==> src/rtl/vector_stroke_text_generator_assert.svh <==
// Assertion macros for the vector stroke text generator.
// Included by the RTL files that carry concurrent checks; needs nothing else.
`ifndef VECTOR_STROKE_TEXT_GENERATOR_ASSERT_SVH
`define VECTOR_STROKE_TEXT_GENERATOR_ASSERT_SVH

// Same-cycle implication, disabled while reset is asserted.
`define VSTG_ASSERT_HOLDS(label, clk, rst_n, ante, cons, msg) \
    label: assert property (@(posedge clk) disable iff (!rst_n) (ante) |-> (cons)) \
        else $error(msg);

// Next-cycle implication, disabled while reset is asserted.
`define VSTG_ASSERT_NEXT(label, clk, rst_n, ante, cons, msg) \
    label: assert property (@(posedge clk) disable iff (!rst_n) (ante) |=> (cons)) \
        else $error(msg);

`endif

==> src/rtl/vstg_pkg.sv <==
// Shared constants, types and saturation helper for the stroke text generator.
// No dependencies; every other RTL file refers to it by scoped names.
package vstg_pkg;

    localparam int COORD_BITS = 16;
    localparam int SUM_W      = ((COORD_BITS > 16) ? COORD_BITS : 16) + 2;
    localparam int CODE_W     = 8;
    localparam int COLOUR_W   = 24;
    localparam int H_W        = 12;
    localparam int H3_W       = H_W + 2;
    localparam int U_W        = 5;
    localparam int DELTA_W    = 12;
    localparam int ROM_DEPTH  = 97;
    localparam int ADDR_W     = $clog2(ROM_DEPTH);
    localparam int MAX_SEGS   = 7;
    localparam int CNT_W      = $clog2(MAX_SEGS + 1);

    // u*3*H and u*H products
    localparam int PX_W       = 18;
    localparam int PY_W       = 17;

    // floor(n/100), floor(n/20), floor(n/5) by reciprocal multiply
    localparam int DIVX_MUL   = 335545;
    localparam int DIVX_SH    = 25;
    localparam int PRODX_W    = 37;
    localparam int DIVY_MUL   = 209716;
    localparam int DIVY_SH    = 22;
    localparam int PRODY_W    = 35;
    localparam int PITCH_MUL  = 26215;
    localparam int PITCH_SH   = 17;
    localparam int PRODP_W    = 29;

    typedef logic signed [COORD_BITS-1:0] t_coord;
    typedef logic signed [SUM_W-1:0]      t_sum;
    typedef logic [DELTA_W-1:0]           t_dval;

    typedef struct packed {
        logic [U_W-1:0] sx;
        logic [U_W-1:0] sy;
        logic [U_W-1:0] ex;
        logic [U_W-1:0] ey;
    } t_seg;

    typedef struct packed {
        logic valid;
        logic last;
    } t_seg_ctl;

    typedef struct packed {
        t_dval dx0;
        t_dval dy0;
        t_dval dx1;
        t_dval dy1;
    } t_delta;

    localparam t_sum SAT_HI =
        t_sum'({{(SUM_W - COORD_BITS + 1){1'b0}}, {(COORD_BITS - 1){1'b1}}});
    localparam t_sum SAT_LO = ~SAT_HI;

    function automatic t_coord sat_coord(input t_sum v);
        t_coord r;
        if (v > SAT_HI) begin
            r = SAT_HI[COORD_BITS-1:0];
        end else if (v < SAT_LO) begin
            r = SAT_LO[COORD_BITS-1:0];
        end else begin
            r = v[COORD_BITS-1:0];
        end
        return r;
    endfunction

endpackage

==> src/rtl/vstg_if.sv <==
// Handshake interfaces: character requests in, line segment requests out.
// Depends on vstg_pkg for field widths.
interface vstg_char_if;
    logic                            valid;
    logic                            ready;
    logic [vstg_pkg::CODE_W-1:0]     char_code;
    logic                            string_start;
    logic signed [15:0]              origin_x;
    logic signed [15:0]              origin_y;
    logic [vstg_pkg::H_W-1:0]        char_height;
    logic [vstg_pkg::COLOUR_W-1:0]   colour_in;

    modport source (output valid, char_code, string_start, origin_x, origin_y,
                    char_height, colour_in, input ready);
    modport sink   (input valid, char_code, string_start, origin_x, origin_y,
                    char_height, colour_in, output ready);
endinterface

interface vstg_seg_if;
    logic                            valid;
    logic                            ready;
    vstg_pkg::t_coord                start_x;
    vstg_pkg::t_coord                start_y;
    vstg_pkg::t_coord                end_x;
    vstg_pkg::t_coord                end_y;
    logic [vstg_pkg::COLOUR_W-1:0]   line_colour;
    logic                            last_segment;

    modport source (output valid, start_x, start_y, end_x, end_y, line_colour,
                    last_segment, input ready);
    modport sink   (input valid, start_x, start_y, end_x, end_y, line_colour,
                    last_segment, output ready);
endinterface

==> src/rtl/vstg_stroke_rom.sv <==
// Synchronous stroke ROM: one segment (four end coordinates in 1/20 cell) per entry.
// Depends on vstg_pkg; read data is registered.
module vstg_stroke_rom (
    input  logic                        i_clk,
    input  logic                        i_en,
    input  logic [vstg_pkg::ADDR_W-1:0] i_addr,
    output vstg_pkg::t_seg              o_seg
);

    vstg_pkg::t_seg r_seg;

    function automatic vstg_pkg::t_seg mk(input int a, input int b, input int c, input int d);
        return {vstg_pkg::U_W'(a), vstg_pkg::U_W'(b), vstg_pkg::U_W'(c), vstg_pkg::U_W'(d)};
    endfunction

    function automatic vstg_pkg::t_seg stroke_word(input logic [vstg_pkg::ADDR_W-1:0] a);
        vstg_pkg::t_seg w;
        unique case (a)
            // 0 / O
            7'd0:  w = mk(0, 0, 20, 0);
            7'd1:  w = mk(20, 0, 20, 20);
            7'd2:  w = mk(20, 20, 0, 20);
            7'd3:  w = mk(0, 20, 0, 0);
            // 1
            7'd4:  w = mk(10, 0, 10, 20);
            // 2
            7'd5:  w = mk(0, 0, 20, 0);
            7'd6:  w = mk(20, 0, 20, 10);
            7'd7:  w = mk(20, 10, 0, 10);
            7'd8:  w = mk(0, 10, 0, 20);
            7'd9:  w = mk(0, 20, 20, 20);
            // 3
            7'd10: w = mk(0, 0, 20, 0);
            7'd11: w = mk(20, 0, 20, 20);
            7'd12: w = mk(0, 10, 20, 10);
            7'd13: w = mk(0, 20, 20, 20);
            // 4
            7'd14: w = mk(0, 0, 0, 10);
            7'd15: w = mk(0, 10, 20, 10);
            7'd16: w = mk(20, 0, 20, 20);
            // 5 / S
            7'd17: w = mk(20, 0, 0, 0);
            7'd18: w = mk(0, 0, 0, 10);
            7'd19: w = mk(0, 10, 20, 10);
            7'd20: w = mk(20, 10, 20, 20);
            7'd21: w = mk(20, 20, 0, 20);
            // 6
            7'd22: w = mk(20, 0, 0, 0);
            7'd23: w = mk(0, 0, 0, 20);
            7'd24: w = mk(0, 20, 20, 20);
            7'd25: w = mk(20, 20, 20, 10);
            7'd26: w = mk(20, 10, 0, 10);
            // 7
            7'd27: w = mk(0, 0, 20, 0);
            7'd28: w = mk(20, 0, 20, 20);
            // 8
            7'd29: w = mk(0, 0, 20, 0);
            7'd30: w = mk(20, 0, 20, 20);
            7'd31: w = mk(0, 0, 0, 20);
            7'd32: w = mk(0, 10, 20, 10);
            7'd33: w = mk(0, 20, 20, 20);
            // 9
            7'd34: w = mk(0, 0, 20, 0);
            7'd35: w = mk(20, 0, 20, 20);
            7'd36: w = mk(0, 0, 0, 10);
            7'd37: w = mk(0, 10, 20, 10);
            // A
            7'd38: w = mk(0, 20, 10, 0);
            7'd39: w = mk(10, 0, 20, 20);
            7'd40: w = mk(3, 10, 17, 10);
            // B
            7'd41: w = mk(0, 0, 0, 20);
            7'd42: w = mk(0, 0, 12, 0);
            7'd43: w = mk(12, 0, 18, 5);
            7'd44: w = mk(18, 5, 12, 10);
            7'd45: w = mk(12, 10, 18, 15);
            7'd46: w = mk(18, 15, 12, 20);
            7'd47: w = mk(12, 20, 0, 20);
            // C
            7'd48: w = mk(20, 0, 0, 0);
            7'd49: w = mk(0, 0, 0, 20);
            7'd50: w = mk(0, 20, 20, 20);
            // D
            7'd51: w = mk(0, 0, 0, 20);
            7'd52: w = mk(0, 0, 14, 0);
            7'd53: w = mk(14, 0, 20, 6);
            7'd54: w = mk(20, 6, 20, 14);
            7'd55: w = mk(20, 14, 14, 20);
            7'd56: w = mk(14, 20, 0, 20);
            // E
            7'd57: w = mk(0, 0, 0, 20);
            7'd58: w = mk(0, 0, 20, 0);
            7'd59: w = mk(0, 10, 14, 10);
            7'd60: w = mk(0, 20, 20, 20);
            // F
            7'd61: w = mk(0, 0, 0, 20);
            7'd62: w = mk(0, 0, 20, 0);
            7'd63: w = mk(0, 10, 14, 10);
            // G
            7'd64: w = mk(20, 0, 0, 0);
            7'd65: w = mk(0, 0, 0, 20);
            7'd66: w = mk(0, 20, 20, 20);
            7'd67: w = mk(20, 20, 20, 10);
            7'd68: w = mk(10, 10, 20, 10);
            // H
            7'd69: w = mk(0, 0, 0, 20);
            7'd70: w = mk(20, 0, 20, 20);
            7'd71: w = mk(0, 10, 20, 10);
            // I
            7'd72: w = mk(0, 0, 20, 0);
            7'd73: w = mk(10, 0, 10, 20);
            7'd74: w = mk(0, 20, 20, 20);
            // M
            7'd75: w = mk(0, 20, 0, 0);
            7'd76: w = mk(0, 0, 10, 10);
            7'd77: w = mk(10, 10, 20, 0);
            7'd78: w = mk(20, 0, 20, 20);
            // P, and R with one more stroke
            7'd79: w = mk(0, 0, 0, 20);
            7'd80: w = mk(0, 0, 20, 0);
            7'd81: w = mk(20, 0, 20, 10);
            7'd82: w = mk(20, 10, 0, 10);
            7'd83: w = mk(10, 10, 20, 20);
            // T
            7'd84: w = mk(0, 0, 20, 0);
            7'd85: w = mk(10, 0, 10, 20);
            // V
            7'd86: w = mk(0, 0, 10, 20);
            7'd87: w = mk(10, 20, 20, 0);
            // Z
            7'd88: w = mk(0, 0, 20, 0);
            7'd89: w = mk(20, 0, 0, 20);
            7'd90: w = mk(0, 20, 20, 20);
            // #
            7'd91: w = mk(7, 0, 7, 20);
            7'd92: w = mk(13, 0, 13, 20);
            7'd93: w = mk(0, 7, 20, 7);
            7'd94: w = mk(0, 13, 20, 13);
            // .
            7'd95: w = mk(9, 18, 11, 20);
            // -
            7'd96: w = mk(0, 10, 20, 10);
            default: w = '0;
        endcase
        return w;
    endfunction

    always_ff @(posedge i_clk) begin
        if (i_en) begin
            r_seg <= stroke_word(i_addr);
        end
    end

    assign o_seg = r_seg;

endmodule

==> src/rtl/vstg_seg_scale.sv <==
// Two-stage scaling pipe: ROM units times height, then exact divide by 100 or 20
// via reciprocal multiply. Depends on vstg_pkg.
module vstg_seg_scale (
    input  logic                        i_clk,
    input  logic                        i_rst_n,
    input  logic                        i_step,
    input  vstg_pkg::t_seg_ctl          i_ctl,
    input  vstg_pkg::t_seg              i_seg,
    input  logic [vstg_pkg::H3_W-1:0]   i_h3,
    input  logic [vstg_pkg::H_W-1:0]    i_height,
    output vstg_pkg::t_seg_ctl          o_ctl,
    output vstg_pkg::t_delta            o_delta,
    output logic                        o_busy
);

    vstg_pkg::t_seg_ctl             r_ctl1;
    vstg_pkg::t_seg_ctl             r_ctl2;
    logic [vstg_pkg::PX_W-1:0]      r_px0;
    logic [vstg_pkg::PX_W-1:0]      r_px1;
    logic [vstg_pkg::PY_W-1:0]      r_py0;
    logic [vstg_pkg::PY_W-1:0]      r_py1;
    vstg_pkg::t_delta               r_delta;

    logic [vstg_pkg::PX_W-1:0]      n_px0;
    logic [vstg_pkg::PX_W-1:0]      n_px1;
    logic [vstg_pkg::PY_W-1:0]      n_py0;
    logic [vstg_pkg::PY_W-1:0]      n_py1;
    logic [vstg_pkg::PRODX_W-1:0]   w_qx0;
    logic [vstg_pkg::PRODX_W-1:0]   w_qx1;
    logic [vstg_pkg::PRODY_W-1:0]   w_qy0;
    logic [vstg_pkg::PRODY_W-1:0]   w_qy1;

    // stage 1: u*3H for x, u*H for y
    always_comb begin
        n_px0 = vstg_pkg::PX_W'(i_seg.sx) * vstg_pkg::PX_W'(i_h3);
        n_px1 = vstg_pkg::PX_W'(i_seg.ex) * vstg_pkg::PX_W'(i_h3);
        n_py0 = vstg_pkg::PY_W'(i_seg.sy) * vstg_pkg::PY_W'(i_height);
        n_py1 = vstg_pkg::PY_W'(i_seg.ey) * vstg_pkg::PY_W'(i_height);
    end

    // stage 2: floor(px/100), floor(py/20)
    always_comb begin
        w_qx0 = vstg_pkg::PRODX_W'(r_px0) * vstg_pkg::PRODX_W'(vstg_pkg::DIVX_MUL);
        w_qx1 = vstg_pkg::PRODX_W'(r_px1) * vstg_pkg::PRODX_W'(vstg_pkg::DIVX_MUL);
        w_qy0 = vstg_pkg::PRODY_W'(r_py0) * vstg_pkg::PRODY_W'(vstg_pkg::DIVY_MUL);
        w_qy1 = vstg_pkg::PRODY_W'(r_py1) * vstg_pkg::PRODY_W'(vstg_pkg::DIVY_MUL);
    end

    always_ff @(posedge i_clk) begin
        if (!i_rst_n) begin
            r_ctl1 <= '0;
            r_ctl2 <= '0;
        end else if (i_step) begin
            r_ctl1 <= i_ctl;
            r_ctl2 <= r_ctl1;
        end
    end

    always_ff @(posedge i_clk) begin
        if (i_step) begin
            r_px0         <= n_px0;
            r_px1         <= n_px1;
            r_py0         <= n_py0;
            r_py1         <= n_py1;
            r_delta.dx0   <= w_qx0[vstg_pkg::DIVX_SH +: vstg_pkg::DELTA_W];
            r_delta.dx1   <= w_qx1[vstg_pkg::DIVX_SH +: vstg_pkg::DELTA_W];
            r_delta.dy0   <= w_qy0[vstg_pkg::DIVY_SH +: vstg_pkg::DELTA_W];
            r_delta.dy1   <= w_qy1[vstg_pkg::DIVY_SH +: vstg_pkg::DELTA_W];
        end
    end

    assign o_ctl   = r_ctl2;
    assign o_delta = r_delta;
    assign o_busy  = r_ctl1.valid | r_ctl2.valid;

endmodule

==> src/rtl/vector_stroke_text_generator.sv <==
// Top level: glyph sequencer, string context, stroke ROM and scaling pipe,
// output register. Depends on vstg_pkg, vstg_if, vstg_stroke_rom, vstg_seg_scale.
//
//   port     dir  kind                  moves
//   i_char   in   vstg_char_if.sink     one character request (code + string context)
//   o_seg    out  vstg_seg_if.source    one line segment request per glyph stroke
//
// A character with n strokes takes n ROM reads, one per cycle while o_seg does not
// stall, then a three-stage drain (ROM, multiply, divide) before the cursor advances.
// A character without a glyph skips the ROM reads and goes straight to the drain.
// i_char.ready is high only between characters. Reset is synchronous, active low,
// and clears the string context. A stalled o_seg freezes ROM and pipe; a new character
// may be taken while the last segment of the previous one still waits in the output register.
module vector_stroke_text_generator (
    input  logic            i_clk,
    input  logic            i_rst_n,
    vstg_char_if.sink       i_char,
    vstg_seg_if.source      o_seg
);

`include "vector_stroke_text_generator_assert.svh"

    typedef enum logic [2:0] {
        S_IDLE  = 3'b001,
        S_RUN   = 3'b010,
        S_DRAIN = 3'b100
    } t_state;

    typedef struct packed {
        logic                           hit;
        logic [vstg_pkg::ADDR_W-1:0]    first;
        logic [vstg_pkg::CNT_W-1:0]     count;
    } t_glyph;

    function automatic t_glyph mkg(input int first, input int count);
        return '{hit: 1'b1, first: vstg_pkg::ADDR_W'(first), count: vstg_pkg::CNT_W'(count)};
    endfunction

    function automatic t_glyph glyph_lookup(input logic [vstg_pkg::CODE_W-1:0] code);
        t_glyph g;
        unique case (code)
            8'h30: g = mkg(0, 4);    // '0'
            8'h31: g = mkg(4, 1);
            8'h32: g = mkg(5, 5);
            8'h33: g = mkg(10, 4);
            8'h34: g = mkg(14, 3);
            8'h35: g = mkg(17, 5);
            8'h36: g = mkg(22, 5);
            8'h37: g = mkg(27, 2);
            8'h38: g = mkg(29, 5);
            8'h39: g = mkg(34, 4);   // '9'
            8'h41: g = mkg(38, 3);   // 'A'
            8'h42: g = mkg(41, 7);
            8'h43: g = mkg(48, 3);
            8'h44: g = mkg(51, 6);
            8'h45: g = mkg(57, 4);
            8'h46: g = mkg(61, 3);
            8'h47: g = mkg(64, 5);
            8'h48: g = mkg(69, 3);
            8'h49: g = mkg(72, 3);   // 'I'
            8'h4D: g = mkg(75, 4);   // 'M'
            8'h4F: g = mkg(0, 4);    // 'O' shares '0'
            8'h50: g = mkg(79, 4);   // 'P'
            8'h52: g = mkg(79, 5);   // 'R'
            8'h53: g = mkg(17, 5);   // 'S' shares '5'
            8'h54: g = mkg(84, 2);   // 'T'
            8'h56: g = mkg(86, 2);   // 'V'
            8'h5A: g = mkg(88, 3);   // 'Z'
            8'h23: g = mkg(91, 4);   // '#'
            8'h2E: g = mkg(95, 1);   // '.'
            8'h2D: g = mkg(96, 1);   // '-'
            default: g = '0;
        endcase
        return g;
    endfunction

    function automatic vstg_pkg::t_coord add_sat(input vstg_pkg::t_coord base,
                                                 input vstg_pkg::t_dval d);
        return vstg_pkg::sat_coord(vstg_pkg::t_sum'(base) + vstg_pkg::t_sum'(d));
    endfunction

    t_state                             r_state;
    logic [vstg_pkg::ADDR_W-1:0]        r_addr;
    logic [vstg_pkg::CNT_W-1:0]         r_left;
    vstg_pkg::t_seg_ctl                 r_s0;

    vstg_pkg::t_coord                   r_cursor;
    vstg_pkg::t_coord                   r_base;
    logic [vstg_pkg::H_W-1:0]           r_height;
    logic [vstg_pkg::H3_W-1:0]          r_h3;
    vstg_pkg::t_dval                    r_pitch;
    logic [vstg_pkg::COLOUR_W-1:0]      r_colour;

    logic                               r_out_valid;
    vstg_pkg::t_coord                   r_sx;
    vstg_pkg::t_coord                   r_sy;
    vstg_pkg::t_coord                   r_ex;
    vstg_pkg::t_coord                   r_ey;
    logic [vstg_pkg::COLOUR_W-1:0]      r_out_colour;
    logic                               r_out_last;

    logic                               w_in_acc;
    logic                               w_step;
    logic                               w_issue;
    logic                               w_busy;
    logic                               w_pipe_busy;
    t_glyph                             w_glyph;
    logic [vstg_pkg::PRODP_W-1:0]       w_pitch_prod;
    vstg_pkg::t_seg                     w_rom_seg;
    vstg_pkg::t_seg_ctl                 w_ctl2;
    vstg_pkg::t_delta                   w_delta;

    assign w_in_acc     = i_char.valid && i_char.ready;
    assign i_char.ready = (r_state == S_IDLE);
    // whole pipe moves only when the output register can take a new request
    assign w_step       = !r_out_valid || o_seg.ready;
    assign w_issue      = (r_state == S_RUN) && w_step;
    assign w_busy       = r_s0.valid || w_pipe_busy;
    assign w_glyph      = glyph_lookup(i_char.char_code);
    assign w_pitch_prod = vstg_pkg::PRODP_W'({i_char.char_height, 2'b00})
                        * vstg_pkg::PRODP_W'(vstg_pkg::PITCH_MUL);

    always_ff @(posedge i_clk) begin
        if (!i_rst_n) begin
            r_state <= S_IDLE;
            r_addr  <= '0;
            r_left  <= '0;
        end else begin
            unique case (r_state)
                S_IDLE: begin
                    if (w_in_acc) begin
                        r_addr  <= w_glyph.first;
                        r_left  <= w_glyph.count;
                        r_state <= w_glyph.hit ? S_RUN : S_DRAIN;
                    end
                end
                S_RUN: begin
                    if (w_step) begin
                        r_addr <= r_addr + vstg_pkg::ADDR_W'(1);
                        r_left <= r_left - vstg_pkg::CNT_W'(1);
                        if (r_left == vstg_pkg::CNT_W'(1)) begin
                            r_state <= S_DRAIN;
                        end
                    end
                end
                S_DRAIN: begin
                    if (!w_busy) begin
                        r_state <= S_IDLE;
                    end
                end
                default: r_state <= S_IDLE;
            endcase
        end
    end

    always_ff @(posedge i_clk) begin
        if (!i_rst_n) begin
            r_s0 <= '0;
        end else if (w_step) begin
            r_s0 <= '{valid: w_issue, last: (r_left == vstg_pkg::CNT_W'(1))};
        end
    end

    // string context: latch on string start, advance cursor once the glyph has left the pipe
    always_ff @(posedge i_clk) begin
        if (!i_rst_n) begin
            r_cursor <= '0;
            r_base   <= '0;
            r_height <= '0;
            r_h3     <= '0;
            r_pitch  <= '0;
            r_colour <= '0;
        end else if (w_in_acc && i_char.string_start) begin
            r_cursor <= vstg_pkg::sat_coord(vstg_pkg::t_sum'(i_char.origin_x));
            r_base   <= vstg_pkg::sat_coord(vstg_pkg::t_sum'(i_char.origin_y));
            r_height <= i_char.char_height;
            r_h3     <= vstg_pkg::H3_W'({2'b00, i_char.char_height})
                      + vstg_pkg::H3_W'({i_char.char_height, 1'b0});
            r_pitch  <= w_pitch_prod[vstg_pkg::PITCH_SH +: vstg_pkg::DELTA_W];
            r_colour <= i_char.colour_in;
        end else if (r_state == S_DRAIN && !w_busy) begin
            r_cursor <= add_sat(r_cursor, r_pitch);
        end
    end

    vstg_stroke_rom u_rom (
        .i_clk  (i_clk),
        .i_en   (w_step),
        .i_addr (r_addr),
        .o_seg  (w_rom_seg)
    );

    vstg_seg_scale u_scale (
        .i_clk    (i_clk),
        .i_rst_n  (i_rst_n),
        .i_step   (w_step),
        .i_ctl    (r_s0),
        .i_seg    (w_rom_seg),
        .i_h3     (r_h3),
        .i_height (r_height),
        .o_ctl    (w_ctl2),
        .o_delta  (w_delta),
        .o_busy   (w_pipe_busy)
    );

    always_ff @(posedge i_clk) begin
        if (!i_rst_n) begin
            r_out_valid <= 1'b0;
        end else if (w_step) begin
            r_out_valid <= w_ctl2.valid;
        end
    end

    always_ff @(posedge i_clk) begin
        if (w_step && w_ctl2.valid) begin
            r_sx         <= add_sat(r_cursor, w_delta.dx0);
            r_sy         <= add_sat(r_base, w_delta.dy0);
            r_ex         <= add_sat(r_cursor, w_delta.dx1);
            r_ey         <= add_sat(r_base, w_delta.dy1);
            r_out_colour <= r_colour;
            r_out_last   <= w_ctl2.last;
        end
    end

    assign o_seg.valid        = r_out_valid;
    assign o_seg.start_x      = r_sx;
    assign o_seg.start_y      = r_sy;
    assign o_seg.end_x        = r_ex;
    assign o_seg.end_y        = r_ey;
    assign o_seg.line_colour  = r_out_colour;
    assign o_seg.last_segment = r_out_last;

    `VSTG_ASSERT_HOLDS(a_idle_empty, i_clk, i_rst_n, r_state == S_IDLE, !w_busy, "pipe busy while idle")
    `VSTG_ASSERT_HOLDS(a_run_left, i_clk, i_rst_n, r_state == S_RUN, r_left != '0, "run with no strokes left")
    `VSTG_ASSERT_NEXT(a_last_drain, i_clk, i_rst_n, w_issue && r_left == vstg_pkg::CNT_W'(1), r_state == S_DRAIN, "no drain after last stroke")
    `VSTG_ASSERT_NEXT(a_cursor_hold, i_clk, i_rst_n, !w_in_acc && r_state != S_DRAIN, $stable(r_cursor), "cursor moved mid glyph")

endmodule

==> src/flat_wrapper.sv <==
// flat-port wrapper written by rule: the top's interface ports become plain ports
module vector_stroke_text_generator_flat 
  (i_clk, i_rst_n, i_char_valid, i_char_char_code, i_char_string_start, i_char_origin_x, i_char_origin_y, i_char_char_height, i_char_colour_in, i_char_ready, o_seg_valid, o_seg_start_x, o_seg_start_y, o_seg_end_x, o_seg_end_y, o_seg_line_colour, o_seg_last_segment, o_seg_ready);
  vstg_char_if i_char_i ();
  vstg_seg_if o_seg_i ();
  input  logic i_clk;
  input  logic i_rst_n;
  input wire logic [$bits(i_char_i.valid)-1:0] i_char_valid;
  input wire logic [$bits(i_char_i.char_code)-1:0] i_char_char_code;
  input wire logic [$bits(i_char_i.string_start)-1:0] i_char_string_start;
  input wire logic [$bits(i_char_i.origin_x)-1:0] i_char_origin_x;
  input wire logic [$bits(i_char_i.origin_y)-1:0] i_char_origin_y;
  input wire logic [$bits(i_char_i.char_height)-1:0] i_char_char_height;
  input wire logic [$bits(i_char_i.colour_in)-1:0] i_char_colour_in;
  output wire logic [$bits(i_char_i.ready)-1:0] i_char_ready;
  output wire logic [$bits(o_seg_i.valid)-1:0] o_seg_valid;
  output wire logic [$bits(o_seg_i.start_x)-1:0] o_seg_start_x;
  output wire logic [$bits(o_seg_i.start_y)-1:0] o_seg_start_y;
  output wire logic [$bits(o_seg_i.end_x)-1:0] o_seg_end_x;
  output wire logic [$bits(o_seg_i.end_y)-1:0] o_seg_end_y;
  output wire logic [$bits(o_seg_i.line_colour)-1:0] o_seg_line_colour;
  output wire logic [$bits(o_seg_i.last_segment)-1:0] o_seg_last_segment;
  input wire logic [$bits(o_seg_i.ready)-1:0] o_seg_ready;
  assign i_char_i.valid = i_char_valid;
  assign i_char_i.char_code = i_char_char_code;
  assign i_char_i.string_start = i_char_string_start;
  assign i_char_i.origin_x = i_char_origin_x;
  assign i_char_i.origin_y = i_char_origin_y;
  assign i_char_i.char_height = i_char_char_height;
  assign i_char_i.colour_in = i_char_colour_in;
  assign i_char_ready = i_char_i.ready;
  assign o_seg_valid = o_seg_i.valid;
  assign o_seg_start_x = o_seg_i.start_x;
  assign o_seg_start_y = o_seg_i.start_y;
  assign o_seg_end_x = o_seg_i.end_x;
  assign o_seg_end_y = o_seg_i.end_y;
  assign o_seg_line_colour = o_seg_i.line_colour;
  assign o_seg_last_segment = o_seg_i.last_segment;
  assign o_seg_i.ready = o_seg_ready;
  vector_stroke_text_generator u_core (.i_clk(i_clk), .i_rst_n(i_rst_n), .i_char(i_char_i), .o_seg(o_seg_i));
endmodule
==> config.mk <==
export PLATFORM = sky130hd
export DESIGN_NAME = vector_stroke_text_generator_flat
export DESIGN_NICKNAME = d
export VERILOG_FILES = /design/src/rtl/vstg_pkg.sv /design/src/rtl/vstg_if.sv /design/src/rtl/vstg_stroke_rom.sv /design/src/rtl/vstg_seg_scale.sv /design/src/rtl/vector_stroke_text_generator.sv /design/src/flat_wrapper.sv
export VERILOG_INCLUDE_DIRS = /design/src /design/src/rtl
export SDC_FILE = /design/constraint.sdc
export NUM_CORES = 2
export LEC_CHECK = 0
export ABC_AREA = 1
export BUFFER_PORTS_ARGS = -buffer_cell sky130_fd_sc_hd__buf_2
export CAP_MARGIN = 20
export CORE_MARGIN = 5
export CORE_UTILIZATION = 29
export DETAILED_ROUTE_END_ITERATION = 8
export PLACE_DENSITY_LB_ADDON = 0.25
export SLEW_MARGIN = 10
export SYNTH_ARGS = -nofsm -noshare
export SYNTH_HDL_FRONTEND = slang
export SYNTH_SLANG_ARGS = --single-unit
==> constraint.sdc <==
create_clock -name i_clk -period 5.32 [get_ports i_clk]
set_clock_uncertainty 0.1 [all_clocks]
set_input_delay 0 -clock i_clk [delete_from_list [all_inputs] [get_ports i_clk]]
set_output_delay 0 -clock i_clk [all_outputs]
set_load 0.05 [all_outputs]
==> results summary <==
The site row count is between 150 and 200. The post-synthesis net count is 7583. The most frequent standard cell in the layout excluding fill and tap cells is sky130_fd_sc_hd__inv_1.

The count of flip-flops with a built-in enable after synthesis is ~230. The leakage power figure is roughly 32 nW. The post-route cell area came out at between 50000 and 60000 µm².

The residual antenna-violating net count after detailed routing is 0. The final routed DRC violation total is 0. The effective utilization at floorplan is approximately 29%. Detailed routing inserted a total of slightly above 40000 vias. No sink is reached through more buffers than the 3 on the longest clock path. Sorting the synthesized cells by area gives the leading types as sky130_fd_sc_hd__fa_1, sky130_fd_sc_hd__ha_1, sky130_fd_sc_hd__edfxtp_1, sky130_fd_sc_hd__inv_1, sky130_fd_sc_hd__nand2_1.

The number of warning messages in the yosys log is 0. The post-layout total power came out at ~32 mW. Before antenna repair, the detailed router went through 5 iterations. CTS placed an instance of sky130_fd_sc_hd__clkbuf_16 at the clock tree root. The die is 427.9 µm wide. The power per unit of standard cell area came out at 537.4 nW/µm². The highest cell delay on the worst timing path came out at 0.60 ns. The path category of the worst min-delay check is in -> reg. The placeable core region is 173800 µm². The switching power share of the total is 52.02%. The instance count of the mapped netlist is between 6000 and 7000. Counting cells, the worst reg-to-reg path comes to 20. The routed via count divided by cell count came out at between 4 and 5. The part of the power in registers came out at between 10 and 15%. The internal power of the cells came out at 15.28 mW. The average wire length per cell after detail routing is 16.79 µm.

The worst register-to-register path begins at u_core.u_scale.r_px1[8]. The worst min-delay path startpoint is i_char_colour_in[3]. The wire length of the first global-routing pass is 235.8 mm. The fraction of final layout cells sized beyond drive strength 1 came out at 10.29%. The total number of H-tree levels came out at 2. The pin count of the biggest net entering global routing came out at 90. The critical path starts at u_core.u_scale.r_px1[8]. The sequential fraction of the synthesis area is 17.80%.

The post-synthesis instance area came out at 50650 µm². Setup repair after global routing could not meet its margin everywhere. The prevailing post-synth register cell is sky130_fd_sc_hd__edfxtp_1. The fraction of power consumed by the clock network is 11.0%. The final layout contains routed wiring with a total length of 149.0 mm.

After the flow finishes, the layout carries non-filler instances totaling 8873. The endpoint with the worst hold slack is u_core.r_colour[3]. The area growth from synthesis to layout came out at 17.01%. The count of buffers inserted at the top-level ports came out at 171. The post-synthesis sequential element count came out at between 300 and 400. The worst setup path is launched from a flip-flop. The part of the power in combinational logic is about 77%. TritonCTS built the clock tree.

The number of pins with negative max-slew slack in the final report came out at 0. The maximum clock frequency came out at between 150 and 200 MHz. The final worst slack is 0.1314 ns. The switching power total came out at 16.57 mW. The worst setup path is captured at a flip-flop. For the finished layout, the period the worst path requires is between 5 and 6 ns.

Setup slack on the worst reg-to-reg path comes out at 0.13 ns. Among all stages on the critical path, the largest delay is contributed by sky130_fd_sc_hd__fa_1. The overall routing resource usage came out at 15.97%. Counting stages on the worst path, the most repeated cell is sky130_fd_sc_hd__fa_1.

The worst path arrival time is 5.45 ns. The largest voltage drop on the vdd net is 913.1 µV. Counting instances, the worst hold path has a depth of 4. The count of endpoints failing hold in the final timing report came out at 0. The overflow left after global routing is 0. The count of cell types in the netlist came out at 56. The number of nets in the layout came out at 7998.

The average footprint of a synthesized cell is 8.322 µm². The number of max-cap violations is 0. The top-level I/O count came out at 172. The initial detailed-routing violation count came out at 2153. Dividing the final minimum period by the clock period gives a little over nine tenths. The worst setup path is of the reg -> reg kind.

The HPWL after detailed placement is 125.4 mm. Clock latency on the worst-skew pair, taken at its later pin, is 0.64 ns. The tree built by TritonCTS fans out to ~340 sinks. The number of instances in the placed design is ~8600. The final total negative setup slack is 0 ns. Measured against its own limit, the worst slew margin works out to 39.05%.

The number of setup violations in the final report came out at 0. The endpoint required time on the critical path came out at approximately 5.6 ns. The hold slack came out at 0.06227 ns.

At the pin with the least slew margin, the transition time is slightly above 0.9 ns. Of the post-synthesis cell area, the dominant cell type holds about a quarter. The signal on the critical path passes through fa_1 > inv_2 > fa_1 > inv_1 > fa_1 > fa_2 > fa_1 > inv_2 > fa_1 > inv_2 > ha_4 > nand2_2 > nand2_2 > o21bai_4 > a21oi_2 > o21ai_1 > buf_4 > nand2_1 > nand2_1 > xor2_1. The number of global-route vias before repair came to ~42000. The clock edge transition at the registers on the reported setup and hold paths is 0.06 ns.

The final standard cell utilization of the core came out at between 30% and 40%. The die height is 427.9 µm. The maximum fanout along the worst path came out at 3. The number of antenna violations at the first check in global routing is 11.

The placed instances occupy a cell area of 55160 µm². The run finished with clean final reports. The library cells used most frequently in the layout, excluding fill and tap cells, are sky130_fd_sc_hd__inv_1, sky130_fd_sc_hd__nand2_1, sky130_fd_sc_hd__ha_1. The die covers roughly 180000 µm². The fraction of registers with async set/reset is 0%. The largest total area in the synthesized netlist belongs to sky130_fd_sc_hd__fa_1. The placer's final routability congestion estimate came out at 0.9006. The endpoint of the lowest-slack register-to-register path is u_core.u_scale.o_delta[13].

OpenSTA, run right after detailed placement, puts the worst setup slack at -0.1099 ns. The total clock buffers created by CTS came out at 50.
## cells by family (layout without fill, tap and decap cells)
kind of cell	Yosys count	in the layout	share of synthesized area, %
simple gates	1780	1780	14.38
buf+inv	1498	1953	11.31
fa+ha+maj	1415	1415	43.76
compound gates	888	888	9.851
flops	338	338	17.80
xor+xnor	168	168	2.905
other cells	0	6	0
## Yosys cell counts (all sizes together) (8+ instances only)
library cell,instances
a211oi,9
a21boi,16
a21o,50
a21oi,398
a31oi,33
buf,36
clkbuf,74
dfxtp,113
edfxtp,225
fa,594
ha,821
inv,1386
nand2,1143
nand3,218
nand4,35
nor2,302
nor3,53
nor4,10
o211ai,28
o21a,10
o21ai,270
o21bai,37
o221ai,10
o31ai,8
or2,8
xnor2,54
xor2,114
## routing by layer
layer / global-route usage [%] / share of wire [%] / up-vias
li1: - / - / 20190
met1: 21.72 / 46 / 19600
met2: 26.43 / 46 / 791
met3: 2.561 / 4.8 / 180
met4: 4.232 / 2.7 / 2
met5: 0 / 0.0087 / -
## registers in the layout (all words and copies together) (netlist names), 17 cells and up
register and flops:
u_core.u_scale.r_px1 17, u_core.o_seg.line_colour 24, u_core.r_colour 24, u_core.u_scale.r_px0 18, u_core.u_scale.r_py0 17, u_core.u_rom.o_seg 19
u_core.u_scale.o_delta 48, u_core.u_scale.r_py1 17
## layout make-up
| class | instances | area [µm²] |
|---|---|---|
| inverters | 1388 | 5216 |
| well taps | 2325 | 2909 |
| flip-flops and latches | 338 | 9019 |
| multi-input cells | 4251 | 36970 |
| diodes | 6 | 15.01 |
| clock buffers | 68 | 1401 |
| clock inverters | 24 | 289.0 |
| fillers | 18220 | 114600 |
| repair buffers | 473 | 3447 |
## worst max path at each step
stage,end,cells after the start,slack (ns)
global placement,u_core.u_scale.o_delta[6],19,-0.06
detailed placement,u_core.u_scale.o_delta[6],19,-0.11
global route,u_core.u_scale.o_delta[13],20,-0.11
finish,u_core.u_scale.o_delta[13],20,0.13
floorplan,u_core.u_scale.o_delta[6],18,0.12
CTS,u_core.u_scale.o_delta[2],18,0.002
## worst max-delay path, delay by kind of cell (launching register included)
| family | cells | cell delay, ns |
|---|---|---|
| AND/OR/NAND/NOR | 4 | 0.23 |
| adder cells (fa/ha/maj) | 7 | 3.33 |
| XOR/XNOR | 1 | 0.14 |
| flip-flops | 1 | 0.41 |
| buffers and inverters | 5 | 0.36 |
| AO/OA/AOI/OAI | 3 | 0.35 |
## what timing repair did
item                       in CTS  in global routing
setup endpoints to repair      13                 48
pin swaps                       2                 65
hold buffers                  106                  0
hold endpoints to repair       94                  0
resized for setup               5                242
buffers inserted                5                 29
## power groups by stage
stage	registers [mW]	logic, mW	clock network [mW]
after floorplan	3.74	14.3	0
after global placement	4.01	20.5	0
after detailed placement	4.02	20.6	0
after CTS	3.97	20.9	3.62
after global routing	4.04	27.7	3.72
final	3.99	24.4	3.51
No activity file was read; power rests on OpenSTA's default activity.
